`src/sv/bba_pkg.sv`:
```
// ----------------------------------------------------------------------------
// Buddy block allocator package
// Sizes, types, command and status structs shared by controller and datapath.
// ----------------------------------------------------------------------------
package bba_pkg;

    localparam int LEVELS            = 10;
    localparam int MIN_BLOCK_BYTES   = 1024;
    localparam logic [31:0] REGION_BASE_RESET = 32'h0010_0000;

    localparam int NODE_SLOTS = 1 << LEVELS;
    localparam int WORD_LOG   = (LEVELS < 5) ? LEVELS : 5;
    localparam int WORD_W     = 1 << WORD_LOG;
    localparam int NWORDS     = NODE_SLOTS / WORD_W;
    localparam int WADDR_W    = (NWORDS > 1) ? $clog2(NWORDS) : 1;
    localparam int LVL_W      = $clog2(LEVELS);
    localparam int LB         = $clog2(MIN_BLOCK_BYTES);
    localparam logic [63:0] REGION_BYTES = 64'(MIN_BLOCK_BYTES) << (LEVELS - 1);

    typedef logic [LEVELS-1:0]   t_node;
    typedef logic [WADDR_W-1:0]  t_waddr;
    typedef logic [WORD_W-1:0]   t_word;
    typedef logic [WORD_LOG-1:0] t_bit;
    typedef logic [LVL_W-1:0]    t_lvl;

    typedef enum logic [1:0] {
        STS_OK      = 2'd0,
        STS_NOFIT   = 2'd1,
        STS_BADFREE = 2'd2
    } t_status;

    typedef enum logic {
        FUNC_ALLOC = 1'b0,
        FUNC_FREE  = 1'b1
    } t_func;

    typedef enum logic [3:0] {
        ST_CLEAR, ST_IDLE, ST_DECODE, ST_SRCH_RD, ST_SRCH_CHK, ST_SPL_RD, ST_SPL_WR,
        ST_ASET_RD, ST_ASET_WR, ST_FCHK_RD, ST_FCHK_CHK, ST_FSET_RD, ST_FSET_WR,
        ST_DONE
    } t_state;

    typedef enum logic [3:0] {
        OP_NONE, OP_CLEAR, OP_LOAD, OP_DECODE, OP_SRCH_RD, OP_SRCH_CHK, OP_SPL_RD,
        OP_SPL_WR, OP_ASET_RD, OP_ASET_WR, OP_FCHK_RD, OP_FCHK_CHK, OP_FSET_RD,
        OP_FSET_WR, OP_OUT
    } t_op;

    typedef struct packed {
        t_op     op;
        t_status sts;
    } t_cmd;

    typedef struct packed {
        logic clr_last;
        logic is_free;
        logic size_bad;
        logic off_bad;
        logic srch_hit;
        logic srch_last;
        logic need_split;
        logic split_more;
        logic fchk_hit;
        logic fchk_fail;
        logic merge;
        logic out_busy;
    } t_dp_stat;

    // Word of the mark memories that holds a node
    function automatic t_waddr word_of(input t_node n);
        t_node t;
        t = n >> WORD_LOG;
        return t[WADDR_W-1:0];
    endfunction

    // Bit position of a node inside its word
    function automatic t_bit bit_of(input t_node n);
        return n[WORD_LOG-1:0];
    endfunction

    // First node of a level in heap order
    function automatic t_node level_first(input t_lvl l);
        return t_node'(1) << (LEVELS - 1 - int'(l));
    endfunction

endpackage

```
`src/sv/buddy_block_allocator_core.sv`:
```
// ----------------------------------------------------------------------------
// Buddy block allocator core
// Allocates and frees power-of-two blocks of one region, one request a time.
// ----------------------------------------------------------------------------
//  Channel  Dir  Payload
//  s_axis   in   tdata: request_size[31:0], block_address[63:32]; tuser: func
//  m_axis   out  tdata: result_address[31:0]; tuser: status[1:0]
//  cfg      in   i_cfg_wdata: region_base, written when i_cfg_we is high
//
//  After reset a clearing pass over all NWORDS mark words (32) runs before s_axis_tready.
//  An allocate loads, decodes, scans mark words, splits as needed and sets the
//  allocated mark; a free loads, decodes, probes levels, merges as needed and
//  sets the free mark, each mark update a read-modify-write of a mark memory.
//  A held result stalls only the final step; no new request is taken before it.
module buddy_block_allocator_core (
    input  logic        i_clk,
    input  logic        i_rst_n,
    input  logic        i_cfg_we,
    input  logic [31:0] i_cfg_wdata,
    input  logic        s_axis_tvalid,
    output logic        s_axis_tready,
    input  logic [63:0] s_axis_tdata,   // request_size [31:0], block_address [63:32]
    input  logic        s_axis_tuser,   // func [0]
    output logic        m_axis_tvalid,
    input  logic        m_axis_tready,
    output logic [31:0] m_axis_tdata,   // result_address [31:0]
    output logic [1:0]  m_axis_tuser    // status [1:0]
);
    import bba_pkg::*;

    t_cmd     cmd;
    t_dp_stat stat;

    bba_ctrl u_ctrl (
        .i_clk      (i_clk),
        .i_rst_n    (i_rst_n),
        .i_in_valid (s_axis_tvalid),
        .o_in_ready (s_axis_tready),
        .i_stat     (stat),
        .o_cmd      (cmd)
    );

    bba_dp u_dp (
        .i_clk       (i_clk),
        .i_rst_n     (i_rst_n),
        .i_cfg_we    (i_cfg_we),
        .i_cfg_wdata (i_cfg_wdata),
        .i_in_data   (s_axis_tdata),
        .i_in_user   (s_axis_tuser),
        .i_cmd       (cmd),
        .o_stat      (stat),
        .i_out_ready (m_axis_tready),
        .o_out_valid (m_axis_tvalid),
        .o_out_data  (m_axis_tdata),
        .o_out_user  (m_axis_tuser)
    );

endmodule

```
`src/sv/bba_ctrl.sv`:
```
// ----------------------------------------------------------------------------
// Buddy block allocator controller
// Sequences clearing, search, split, lookup and merge steps of the datapath.
// ----------------------------------------------------------------------------
module bba_ctrl (
    input  logic              i_clk,
    input  logic              i_rst_n,
    input  logic              i_in_valid,
    output logic              o_in_ready,
    input  bba_pkg::t_dp_stat i_stat,
    output bba_pkg::t_cmd     o_cmd
);
    import bba_pkg::*;

    t_state  r_state, n_state;
    t_status r_sts, n_sts;

    // State and pending status registers
    always_ff @(posedge i_clk) begin
        if (!i_rst_n) begin
            r_state <= ST_CLEAR;
            r_sts   <= STS_OK;
        end else begin
            r_state <= n_state;
            r_sts   <= n_sts;
        end
    end

    // Next state and datapath commands
    always_comb begin
        n_state    = r_state;
        n_sts      = r_sts;
        o_in_ready = 1'b0;
        o_cmd.op   = OP_NONE;
        o_cmd.sts  = r_sts;
        case (r_state)
            ST_CLEAR: begin
                o_cmd.op = OP_CLEAR;
                if (i_stat.clr_last) n_state = ST_IDLE;
            end
            ST_IDLE: begin
                o_in_ready = 1'b1;
                if (i_in_valid) begin
                    o_cmd.op = OP_LOAD;
                    n_state  = ST_DECODE;
                end
            end
            ST_DECODE: begin
                o_cmd.op = OP_DECODE;
                if (i_stat.is_free) begin
                    if (i_stat.off_bad) begin
                        n_sts   = STS_BADFREE;
                        n_state = ST_DONE;
                    end else begin
                        n_state = ST_FCHK_RD;
                    end
                end else if (i_stat.size_bad) begin
                    n_sts   = STS_NOFIT;
                    n_state = ST_DONE;
                end else begin
                    n_state = ST_SRCH_RD;
                end
            end
            ST_SRCH_RD: begin
                o_cmd.op = OP_SRCH_RD;
                n_state  = ST_SRCH_CHK;
            end
            ST_SRCH_CHK: begin
                o_cmd.op = OP_SRCH_CHK;
                if (i_stat.srch_hit) begin
                    n_state = i_stat.need_split ? ST_SPL_RD : ST_ASET_RD;
                end else if (i_stat.srch_last) begin
                    n_sts   = STS_NOFIT;
                    n_state = ST_DONE;
                end else begin
                    n_state = ST_SRCH_RD;
                end
            end
            ST_SPL_RD: begin
                o_cmd.op = OP_SPL_RD;
                n_state  = ST_SPL_WR;
            end
            ST_SPL_WR: begin
                o_cmd.op = OP_SPL_WR;
                n_state  = i_stat.split_more ? ST_SPL_RD : ST_ASET_RD;
            end
            ST_ASET_RD: begin
                o_cmd.op = OP_ASET_RD;
                n_state  = ST_ASET_WR;
            end
            ST_ASET_WR: begin
                o_cmd.op = OP_ASET_WR;
                n_sts    = STS_OK;
                n_state  = ST_DONE;
            end
            ST_FCHK_RD: begin
                o_cmd.op = OP_FCHK_RD;
                n_state  = ST_FCHK_CHK;
            end
            ST_FCHK_CHK: begin
                o_cmd.op = OP_FCHK_CHK;
                if (i_stat.fchk_hit) begin
                    n_state = ST_FSET_RD;
                end else if (i_stat.fchk_fail) begin
                    n_sts   = STS_BADFREE;
                    n_state = ST_DONE;
                end else begin
                    n_state = ST_FCHK_RD;
                end
            end
            ST_FSET_RD: begin
                o_cmd.op = OP_FSET_RD;
                n_state  = ST_FSET_WR;
            end
            ST_FSET_WR: begin
                o_cmd.op = OP_FSET_WR;
                if (!i_stat.merge) begin
                    n_sts   = STS_OK;
                    n_state = ST_DONE;
                end else begin
                    n_state = ST_FSET_RD;
                end
            end
            ST_DONE: begin
                if (!i_stat.out_busy) begin
                    o_cmd.op = OP_OUT;
                    n_state  = ST_IDLE;
                end
            end
            default: n_state = ST_IDLE;
        endcase
    end

endmodule

```
`src/sv/bba_dp.sv`:
```
// ----------------------------------------------------------------------------
// Buddy block allocator datapath
// Free and allocated mark memories, search and node registers, output word.
// ----------------------------------------------------------------------------
module bba_dp (
    input  logic              i_clk,
    input  logic              i_rst_n,
    input  logic              i_cfg_we,
    input  logic [31:0]       i_cfg_wdata,
    input  logic [63:0]       i_in_data,
    input  logic              i_in_user,
    input  bba_pkg::t_cmd     i_cmd,
    output bba_pkg::t_dp_stat o_stat,
    input  logic              i_out_ready,
    output logic              o_out_valid,
    output logic [31:0]       o_out_data,
    output logic [1:0]        o_out_user
);
    import bba_pkg::*;

    t_word r_free_mem  [NWORDS];
    t_word r_alloc_mem [NWORDS];
    t_word r_free_rd, r_alloc_rd;

    logic [31:0] r_base, r_size, r_addr, r_out_addr;
    t_func       r_func;
    t_lvl        r_want, r_lvl;
    t_waddr      r_word;
    t_node       r_node;
    logic        r_ovalid;
    t_status     r_out_sts;

    t_lvl        want_c;
    logic [31:0] off_c, offs_c;
    t_node       lf_c, ll_c, nidx_c, child_c, hit_node_c;
    t_word       lvl_mask_c, cand_c;
    t_bit        hit_bit_c;
    t_waddr      free_ra, alloc_ra, free_wa, alloc_wa;
    t_word       free_wd, alloc_wd;
    logic        free_we, alloc_we;

    // Level for a request size and free offset
    always_comb begin
        want_c = '0;
        for (int l = 0; l < LEVELS - 1; l++) begin
            if ((64'(MIN_BLOCK_BYTES) << l) < {32'd0, r_size}) want_c = want_c + 1'b1;
        end
        off_c = r_addr - r_base;
    end

    // Level window, lowest free node of the current search word, child and offset
    always_comb begin
        lf_c      = level_first(r_lvl);
        ll_c      = (lf_c << 1) - t_node'(1);
        hit_bit_c = '0;
        for (int b = 0; b < WORD_W; b++) begin
            nidx_c        = (t_node'(r_word) << WORD_LOG) | t_node'(b);
            lvl_mask_c[b] = (nidx_c >= lf_c) && (nidx_c <= ll_c);
        end
        cand_c = r_free_rd & lvl_mask_c;
        for (int b = WORD_W - 1; b >= 0; b--) begin
            if (cand_c[b]) hit_bit_c = t_bit'(b);
        end
        hit_node_c = (t_node'(r_word) << WORD_LOG) | t_node'(hit_bit_c);
        child_c    = {r_node[LEVELS-2:0], 1'b0};
        offs_c     = 32'(r_node ^ level_first(r_want)) << (LB + int'(r_want));
    end

    // Status toward the controller
    always_comb begin
        o_stat.clr_last   = (r_word == t_waddr'(NWORDS - 1));
        o_stat.is_free    = (r_func == FUNC_FREE);
        o_stat.size_bad   = ({32'd0, r_size} > REGION_BYTES);
        o_stat.off_bad    = ({32'd0, off_c} >= REGION_BYTES) || (off_c[LB-1:0] != '0);
        o_stat.srch_hit   = |cand_c;
        o_stat.srch_last  = (r_word == word_of(ll_c)) && (r_lvl == t_lvl'(LEVELS - 1));
        o_stat.need_split = (r_lvl != r_want);
        o_stat.split_more = (r_lvl != t_lvl'(r_want + 1'b1));
        o_stat.fchk_hit   = r_alloc_rd[bit_of(r_node)];
        o_stat.fchk_fail  = r_node[0];
        o_stat.merge      = (r_node != t_node'(1)) && r_free_rd[bit_of(r_node ^ t_node'(1))];
        o_stat.out_busy   = r_ovalid && !i_out_ready;
    end

    // Memory addresses and write data
    always_comb begin
        free_ra  = (i_cmd.op == OP_SRCH_RD) ? r_word :
                   (i_cmd.op == OP_SPL_RD) ? word_of(child_c) : word_of(r_node);
        alloc_ra = word_of(r_node);
        free_we  = 1'b0;
        free_wa  = word_of(r_node);
        free_wd  = r_free_rd;
        alloc_we = 1'b0;
        alloc_wa = word_of(r_node);
        alloc_wd = r_alloc_rd;
        case (i_cmd.op)
            OP_CLEAR: begin
                free_we  = 1'b1;
                free_wa  = r_word;
                free_wd  = (r_word == '0) ? (t_word'(1) << 1) : '0;
                alloc_we = 1'b1;
                alloc_wa = r_word;
                alloc_wd = '0;
            end
            OP_SRCH_CHK: begin
                free_we = |cand_c;
                free_wa = r_word;
                free_wd = r_free_rd & ~(t_word'(1) << hit_bit_c);
            end
            OP_SPL_WR: begin
                free_we = 1'b1;
                free_wa = word_of(child_c);
                free_wd = (r_free_rd | (t_word'(1) << bit_of(child_c)))
                          & ~(t_word'(1) << bit_of(child_c | t_node'(1)));
            end
            OP_ASET_WR: begin
                alloc_we = 1'b1;
                alloc_wd = r_alloc_rd | (t_word'(1) << bit_of(r_node));
            end
            OP_FCHK_CHK: begin
                alloc_we = r_alloc_rd[bit_of(r_node)];
                alloc_wd = r_alloc_rd & ~(t_word'(1) << bit_of(r_node));
            end
            OP_FSET_WR: begin
                free_we = 1'b1;
                if (o_stat.merge) begin
                    free_wd = r_free_rd & ~(t_word'(1) << bit_of(r_node))
                              & ~(t_word'(1) << bit_of(r_node ^ t_node'(1)));
                end else begin
                    free_wd = r_free_rd | (t_word'(1) << bit_of(r_node));
                end
            end
            default: ;
        endcase
    end

    // Mark memories with registered reads
    always_ff @(posedge i_clk) begin
        if (free_we) r_free_mem[free_wa] <= free_wd;
        r_free_rd <= r_free_mem[free_ra];
    end

    always_ff @(posedge i_clk) begin
        if (alloc_we) r_alloc_mem[alloc_wa] <= alloc_wd;
        r_alloc_rd <= r_alloc_mem[alloc_ra];
    end

    // Configuration register and word counter
    always_ff @(posedge i_clk) begin
        if (!i_rst_n) begin
            r_base <= REGION_BASE_RESET;
            r_word <= '0;
        end else begin
            if (i_cfg_we) r_base <= i_cfg_wdata;
            case (i_cmd.op)
                OP_CLEAR:  r_word <= r_word + 1'b1;
                OP_DECODE: r_word <= word_of(level_first(want_c));
                OP_SRCH_CHK: begin
                    if (!(|cand_c)) begin
                        if (r_word == word_of(ll_c)) begin
                            r_word <= word_of(level_first(t_lvl'(r_lvl + 1'b1)));
                        end else begin
                            r_word <= r_word + 1'b1;
                        end
                    end
                end
                default: ;
            endcase
        end
    end

    // Request, level and node registers
    always_ff @(posedge i_clk) begin
        case (i_cmd.op)
            OP_LOAD: begin
                r_func <= t_func'(i_in_user);
                r_size <= i_in_data[31:0];
                r_addr <= i_in_data[63:32];
            end
            OP_DECODE: begin
                r_want <= want_c;
                r_lvl  <= want_c;
                r_node <= {1'b1, off_c[LB +: LEVELS-1]};
            end
            OP_SRCH_CHK: begin
                if (|cand_c) begin
                    r_node <= hit_node_c;
                end else if (r_word == word_of(ll_c)) begin
                    r_lvl <= t_lvl'(r_lvl + 1'b1);
                end
            end
            OP_SPL_WR: begin
                r_node <= child_c | t_node'(1);
                r_lvl  <= t_lvl'(r_lvl - 1'b1);
            end
            OP_FCHK_CHK: begin
                if (!r_alloc_rd[bit_of(r_node)]) r_node <= r_node >> 1;
            end
            OP_FSET_WR: begin
                if (o_stat.merge) r_node <= r_node >> 1;
            end
            default: ;
        endcase
    end

    // Output word register
    always_ff @(posedge i_clk) begin
        if (!i_rst_n) begin
            r_ovalid <= 1'b0;
        end else if (i_cmd.op == OP_OUT) begin
            r_ovalid <= 1'b1;
        end else if (i_out_ready) begin
            r_ovalid <= 1'b0;
        end
    end

    always_ff @(posedge i_clk) begin
        if (i_cmd.op == OP_OUT) begin
            r_out_sts  <= i_cmd.sts;
            r_out_addr <= (i_cmd.sts == STS_OK && r_func == FUNC_ALLOC) ?
                          (r_base + offs_c) : '0;
        end
    end

    assign o_out_valid = r_ovalid;
    assign o_out_data  = r_out_addr;
    assign o_out_user  = r_out_sts;

endmodule
```
`config.mk`:
```
export PLATFORM = sky130hd
export DESIGN_NAME = buddy_block_allocator_core
export DESIGN_NICKNAME = d
export VERILOG_FILES = /design/src/sv/bba_pkg.sv /design/src/sv/buddy_block_allocator_core.sv /design/src/sv/bba_ctrl.sv /design/src/sv/bba_dp.sv
export SDC_FILE = /design/constraint.sdc
export NUM_CORES = 2
export LEC_CHECK = 0
export ABC_AREA = 0
export BUFFER_PORTS_ARGS = -buffer_cell sky130_fd_sc_hd__buf_2
export CAP_MARGIN = 20
export CORE_UTILIZATION = 55
export DETAILED_ROUTE_END_ITERATION = 12
export GPL_TIMING_DRIVEN = 1
export PLACE_DENSITY = 0.73
export SKIP_CTS_REPAIR_TIMING = 1
export SYNTH_ARGS = -nofsm -noshare
export SYNTH_HDL_FRONTEND = slang
export SYNTH_SLANG_ARGS = --single-unit
```
`constraint.sdc`:
```
create_clock -name i_clk -period 10.3 [get_ports i_clk]
set_clock_uncertainty 0.15 [all_clocks]
set_input_delay 0.515 -clock i_clk [delete_from_list [all_inputs] [get_ports i_clk]]
set_output_delay 0.515 -clock i_clk [all_outputs]
set_load 0.01 [all_outputs]
```
==> Word-level counts from Yosys, hierarchy flattened <==
Memories as Yosys holds them, arrays and structs flattened. A register that Yosys moved wholly into a read port is not among the register bits.
Index checks and enable logic that the tools add are counted.
{ "op_classes": {"n_addsub": 20, "order_cmp": 77, "n_eq_ne": 45, "shifts": 10, "n_mux": 98, "n_bitwise": 17, "reduce_logical": 56} }
{ "op_table": {"columns": ["cell", "n"], "rows": [
  ["$ge A10 B10 Y1", 32],
  ["$le A10 B10 Y1", 32],
  ["$and A32 B32 Y32", 6],
  ["$mux W5", 37],
  ["$shl A1 B5 Y32 const A", 5],
  ["$not A32 Y32", 4],
  ["$pmux W32 S4", 1],
  ["$shl A1 B32 Y10 const A", 4],
  ["$pmux W4 S14", 2],
  ["$or A32 B32 Y32", 3],
  ["$pmux W32 S3", 1],
  ["$mux W4", 19],
  ["$pmux W10 S5", 1],
  ["$eq A4 B4 Y1 const B", 11],
  ["$add A4 B1 Y4 const B", 9],
  ["$logic_and A1 B1 Y1", 36],
  ["$add A32 B32 Y32", 1],
  ["$eq A4 B3 Y1 const B", 8],
  ["$ge A32 B20 Y1 const B", 1],
  ["$gt A32 B20 Y1 const B", 1],
  ["$lt A11 B32 Y1 const A", 1],
  ["$lt A12 B32 Y1 const A", 1],
  ["$lt A13 B32 Y1 const A", 1],
  ["$lt A14 B32 Y1 const A", 1],
  ["54 further kinds", 105]
]} }
{ "totals": {"register_bits": 161, "ram_bits": 2048, "input_bits": 102, "output_inout_bits": 36, "word_cells": 338, "mem_count": 2} }
{ "mem_list": {"columns": ["memory", "words", "word_bits", "rd", "rd_ports_with_merged_regs", "wr", "line_no", "source"], "rows": [
  ["u_dp.r_alloc_mem", 32, 32, 1, 1, 1, "bba_dp.sv:22", "t_word r_alloc_mem [NWORDS];"],
  ["u_dp.r_free_mem", 32, 32, 1, 1, 1, "bba_dp.sv:21", "t_word r_free_mem [NWORDS];"]
]} }

==> Depth between registers and ports, before layout <==
{ "logic_depth": {"ltp_word": 42, "ltp_mapped": 31, "mapped_depth_nobuf": 31} }

==> By module <==
From an unflattened synthesis, not the netlist that was laid out.
{ "unflattened": {"hier_cells": 5308, "hier_area_um2": 95841.9} }
{ "by_module_without_submodules": {"columns": ["mod", "n_inst", "cells_per_inst", "area_each_um2"], "rows": [
  ["bba_dp", 1, 5217, 95191.3],
  ["bba_ctrl", 1, 91, 650.6]
]} }

==> Worst setup path before layout <==
No wires, ideal clock.
{ "synth_timing": {"kind": "register -> register", "start": "reg u_dp.r_lvl[1]", "end": "mem u_dp.r_free_mem[0][25] (netlist bit), data pin", "setup_time_ns": 0.491, "arrival_ns": 7.091, "t_required_ns": 9.659, "slack_ns": 2.568, "path_stages_with_launch": 25, "path_buffers": 3, "synth_period_minus_slack_ns": 7.732, "cell_sequence": "edfxtp_1 > clkbuf_1 > inv_1 > ha_1 > ha_1 > nor2_1 > and3_1 > inv_1 > ha_1 > clkbuf_1 > nand2_1 > mux2_2 > ha_1 > and4_1 > clkbuf_1 > a21oi_1 > nand3_1 > a2111oi_0 > o21ai_0 > o31ai_1 > a21oi_1 > a211o_1 > a31oi_1 > a311oi_1 > a311oi_1"} }
{ "synth_via": {"elab_chain_len": 42} }
{ "synth_rtl": {"columns": ["item", "line_no", "source"], "rows": [
  ["start, declared", "bba_dp.sv:27", "t_lvl r_want, r_lvl;"],
  ["start signal, assigned", "bba_dp.sv:182", "r_lvl <= want_c;"],
  ["start signal, assigned", "bba_dp.sv:189", "r_lvl <= t_lvl'(r_lvl + 1'b1);"],
  ["start signal, assigned", "bba_dp.sv:194", "r_lvl <= t_lvl'(r_lvl - 1'b1);"],
  ["$sub A4 B4 Y5 (*)", "bba_pkg.sv:83", "return t_node'(1) << (LEVELS - 1 - int'(l));"],
  ["$shl A1 B32 Y10 (*)", "bba_pkg.sv:83", null],
  ["$sub A10 B1 Y10", "bba_dp.sv:54", "ll_c = (lf_c << 1) - t_node'(1);"],
  ["$le A10 B10 Y1", "bba_dp.sv:58", "lvl_mask_c[b] = (nidx_c >= lf_c) && (nidx_c <= ll_c);"],
  ["$logic_and A1 B1 Y1", "bba_dp.sv:58", null],
  ["$and A32 B32 Y32 (*)", "bba_dp.sv:60", "cand_c = r_free_rd & lvl_mask_c;"],
  ["$mux W5 (31 in a row)", "bba_dp.sv:62", "if (cand_c[b]) hit_bit_c = t_bit'(b);"],
  ["$mux W5 (*)", "bba_dp.sv:62", null],
  ["$shl A1 B5 Y32 (*)", "bba_dp.sv:108", "free_wd = r_free_rd & ~(t_word'(1) << hit_bit_c);"],
  ["$not A32 Y32 (*)", "bba_dp.sv:108", null],
  ["$and A32 B32 Y32 (*)", "bba_dp.sv:108", null],
  ["$pmux W32 S4 (*)", "bba_dp.sv:96", "case (i_cmd.op)"],
  ["net u_dp.free_wd[25]", "bba_dp.sv:39", "t_word free_wd, alloc_wd;"],
  ["end, declared", "bba_dp.sv:21", null]
]} }
The timed path passes the listed nets; every way through them passes the cells marked *.

==> Worst setup path in the final report <==
{ "layout_timing": {"start": "reg u_dp.r_lvl[1]", "end": "mem u_dp.r_free_mem[16][24] (netlist bit), enable pin"} }
{ "layout_via": {"elab_chain_len": 10} }
{ "layout_rtl": {"columns": ["item", "line_no", "source"], "rows": [
  ["$sub A4 B4 Y5 (*)", "bba_pkg.sv:83", null],
  ["$shl A1 B32 Y10 (*)", "bba_pkg.sv:83", null],
  ["$sub A10 B1 Y10", "bba_dp.sv:54", null],
  ["$le A10 B10 Y1", "bba_dp.sv:58", null],
  ["$logic_and A1 B1 Y1", "bba_dp.sv:58", null],
  ["$and A32 B32 Y32 (*)", "bba_dp.sv:60", null],
  ["$reduce_or A32 Y1 (*)", "bba_dp.sv:106", "free_we = |cand_c;"],
  ["$pmux W1 S2 (*)", "bba_dp.sv:96", null],
  ["$mux W1 (*)", "bba_dp.sv:139", "if (free_we) r_free_mem[free_wa] <= free_wd;"],
  ["$mux W1 (not written as such) (*)", "bba_dp.sv:139", null]
]} }
Every way passes the cells marked *; elsewhere a longest branch is shown, timed or not.

==> impl_summary.log <==
INFO  metric avgSynthCellArea = 18.2 sq um
INFO  metric pin_count = 138
INFO  metric critical_path.startpoint_type = flop
INFO  metric hpwlAfterDp = 145 mm
INFO  metric post_syn_area = 95100 sq um
INFO  metric timing_worst_slew_pin_value = 1.16 ns
INFO  metric cpPeakStageDelay = 0.84 ns
INFO  metric critical_path.most_common_cell = ha_1
INFO  metric floorplan.core_area = 172000 sq um
INFO  metric rsz_0062_raised_after_global_routing = no
INFO  metric grt_busiest_layer = met2
INFO  metric initial_utilization = between 50% and 60%
INFO  metric placed_area = approximately 100000 sq um
INFO  metric normalized_max_slew_margin = 22.7%
INFO  metric ys_top_cells_by_count = edfxtp_1, mux4_2, nor2_1
INFO  metric cts_root_buffer = clkbuf_16
INFO  metric tritoncts = yes
INFO  metric rows = 152
INFO  metric gr_met2_demand_resource = 45.1%
INFO  metric min_period_over_period = between 80 and 90%
INFO  metric fill_cells = 11501
INFO  metric ant_nets = 0
INFO  metric critical_path_depth = 21
INFO  metric clk_pin_slew = 0.07 ns
INFO  metric grt_pass1_vias = 51452
INFO  metric postLayoutCellArea = 108000 sq um
INFO  metric drt_iter0_drcs = 7463
INFO  metric netlist_cell_types = 89
INFO  metric detailedRoute.firstPassIterationCount = 7
INFO  metric globalRouteMet3Util = 5.39%
INFO  metric synthCells = roughly 5200
INFO  metric maxSlewViolCount = 0
INFO  metric fin_tns_setup = 0 ns
INFO  metric placement.io_buffers = approximately 140
INFO  metric library_cell_with_the_highest_instance_count_after_synthesis = edfxtp_1
INFO  metric grt_usage = 28.5%
INFO  metric r2r-end = u_dp.r_free_mem[16][24]
INFO  metric groute.layer.met1.usage = between 40 and 50%
INFO  metric cp_num_buf_inv = 2
INFO  metric synth_nets = 5423
INFO  metric critical_path.startpoint = u_dp.r_lvl[1]
INFO  metric drv_cap = 0
INFO  metric finish.utilization = 62.8%
INFO  metric total_routed_length = 251 mm
INFO  metric ys_warn_count = 0
INFO  metric route.detailed.drc = 0
INFO  metric final_period_minus_worst_setup_slack = 8.98 ns
INFO  metric crit_path_to = u_dp.r_free_mem[16][24]
INFO  metric cp_slowest_cell = nor2_4
INFO  metric drive_gt1_share = 24.7%
INFO  metric yosys_register_bits = between 2000 and 2500
INFO  metric synth.largest_area_cell = edfxtp_1
INFO  metric fp.dieArea = 175000 sq um
INFO  metric peak_clock_frequency_supported_by_timing = 0.111 GHz
INFO  metric finalSetupViolCount = 0
INFO  metric area_growth_from_synthesis_to_layout = 13.3%
INFO  metric cts_buffer_count = 211
INFO  metric final_hold_vios = 0
INFO  metric chipWidth = between 400 and 500 um
INFO  metric timing.critical_path.arrival = about 9.4 ns
INFO  metric grt_antenna_before_repair = 8
INFO  metric setup.worst_path.end_class = flop
INFO  metric gpl.final_weighted_congestion = 0.971
INFO  metric async_s_r_ff_share_synth = 0%
INFO  metric cp_data_required_time = 10.68 ns
INFO  metric status = finished clean
INFO  metric finish.net_count = around 5700
INFO  metric grt_pass1_wl = approximately 360 mm
INFO  metric worst-r2r-setup-slack = 1.32 ns
INFO  metric leakagePower = 35.6 nW
INFO  metric power_per_cell_area = 170 nW/um^2
INFO  metric vdd.ir_drop.worst = 0.217 mV
INFO  metric reg2reg_from = u_dp.r_lvl[1]
INFO  metric rr_worst_depth = 21
INFO  metric yosys-top-cells-area = edfxtp_1, mux4_2, dfxtp_1
INFO  metric worst-path-max-fanout = 17
INFO  metric critPathTopFamily = simple AND/OR/NAND/NOR gates
INFO  metric clock_tree.buffer_depth = 3
INFO  metric critical_path_class = reg2reg
INFO  metric worstPathCellList = inv_1, ha_1, ha_1, nor2_1, nand3_1, ha_1, nand2_1, mux2_2, ha_1, nand4_1, nor4_2, nand4_1, mux2i_1, o21ai_0, nor3b_1, nand2_1, nor3_2, o211ai_1, nand3_1, nor2_4, buf_4
INFO  metric synth-edff-count = 2165
INFO  metric register_area_share_after_synthesis = 70.6%
INFO  metric die_height = approximately 420 um
INFO  metric avgRoutedWirePerCell = 31.2 um
INFO  metric num_vias = approximately 53000
INFO  metric grt_max_degree = 133
INFO  metric place_ws = 1.55 ns
INFO  metric vias_per_cell = 6.64
INFO  metric h-tree-depth = 4
INFO  metric minimum_setup_slack_in_the_final_design = 1.32 ns
INFO  metric min_path_type = in2reg
INFO  metric clkSinkCount = 2273
INFO  metric synth_largest_type_area_fraction = roughly 68%
INFO  metric globalRouteOverflowTotal = 0
INFO  metric clk_latency = 0.89 ns
INFO  metric synth_flop_cell = edfxtp_1
[cell families (layout without fill, tap and decap cells)]
family	after synthesis	in the layout	synth area share (%)
multiplexers	834	834	16.8
buffers and inverters	353	857	1.40
XOR/XNOR	73	73	0.686
adder cells (fa/ha/maj)	102	102	1.36
flip-flops	2273	2273	70.6
other	0	3	0
AO/OA/AOI/OAI	719	719	4.95
AND/OR/NAND/NOR	865	865	4.23
[metrics by stage]
stage	hold WS (ns)	total power, mW	instances
2_1_floorplan	0.273	10.6	5219
3_3_place_gp	0.334	10.7	7523
3_5_place_dp	0.325	10.8	7531
4_1_cts	-0.398	18.4	7924
5_1_grt	0.118	18.8	8035
6_report	0.106	18.3	8036
[cell usage in the layout, fill, tap and decap left out, types with 55 or more instances in the layout]
cell / synthesis / final
clkbuf_16: 0 / 213
mux2i_1: 130 / 130
o211ai_1: 62 / 62
mux4_2: 596 / 596
nand2_1: 210 / 209
dlygate4sd3_1: 0 / 101
o21ai_0: 171 / 171
buf_2: 0 / 138
nor2_4: 0 / 64
mux2_2: 105 / 105
a21oi_1: 165 / 154
ha_1: 100 / 100
dfxtp_1: 108 / 108
buf_4: 0 / 114
nor2_1: 336 / 272
nand3_1: 61 / 60
clkbuf_1: 194 / 55
edfxtp_1: 2165 / 2165
inv_1: 85 / 85
[flip-flops by register name, summed over array words and instances, names as in the netlist]
register,flops
u_dp.r_want,4
u_dp.r_free_mem,1024
u_dp.r_alloc_rd,32
u_dp.r_lvl,4
u_dp.o_out_data,32
u_dp.r_alloc_mem,1024
u_dp.r_addr,32
u_ctrl.r_sts,2
u_dp.o_out_user,2
u_dp.o_out_valid,1
u_ctrl.r_state,4
u_dp.r_base,32
u_dp.r_free_rd,32
u_dp.r_word,5
u_dp.r_func,1
u_dp.r_node,10
u_dp.r_size,32
[per-layer routing]
| metal | part of all wire (%) | up-vias |
|---|---|---|
| li1 | - | 22022 |
| met1 | 39 | 27722 |
| met2 | 48 | 3034 |
| met3 | 9.5 | 559 |
| met4 | 3.7 | 6 |
| met5 | 0.014 | - |
[report_power, final]
| part | leakage (nW) | switching [mW] | internal (mW) |
|---|---|---|---|
| logic | 11.2 | 0.300 | 0.173 |
| registers | 21.0 | 0.0446 | 10.1 |
| clock network | 3.36 | 3.43 | 4.30 |
| total | 35.6 | 3.78 | 14.6 |
[cell type report]
cell class / count / area (sq um) / area share [%]
Multi-Input combinational cell: 2593 / 27400 / 25.4
Clock buffer: 282 / 5720 / 5.31
Antenna cell: 3 / 7.51 / 0.00697
Clock inverter: 111 / 1150 / 1.07
Tap cell: 2310 / 2890 / 2.68
Sequential cell: 2273 / 67200 / 62.3
Timing Repair Buffer: 375 / 3070 / 2.85
Inverter: 89 / 334 / 0.310
[worst register-to-register path, stage by stage, from the launching register on]
cell and delay [ns]:
edfxtp_1 0.64, inv_1 0.18, ha_1 0.25, ha_1 0.39, nor2_1 0.53, nand3_1 0.40, ha_1 0.47, nand2_1 0.19
mux2_2 0.36, ha_1 0.33, nand4_1 0.20, nor4_2 0.65, nand4_1 0.28, mux2i_1 0.23, o21ai_0 0.40, nor3b_1 0.15
nand2_1 0.15, nor3_2 0.14, o211ai_1 0.53, nand3_1 0.73, nor2_4 0.85, buf_4 0.41
[worst min-delay path by stage]
stage | start | endpoint | depth (start not counted) | slack [ns]
after floorplan | u_ctrl.r_sts[0] | u_dp.o_out_user[0] | 0 | 0.27
after global placement | u_ctrl.r_sts[1] | u_dp.o_out_user[1] | 0 | 0.33
after detailed placement | u_ctrl.r_sts[1] | u_dp.o_out_user[1] | 0 | 0.33
after CTS | s_axis_tdata[39] | u_dp.r_addr[7] | 1 | -0.40
after global routing | m_axis_tready | u_dp.o_out_valid | 4 | 0.12
final | m_axis_tready | u_dp.o_out_valid | 4 | 0.11
No activity file was read; power rests on OpenSTA's default activity.
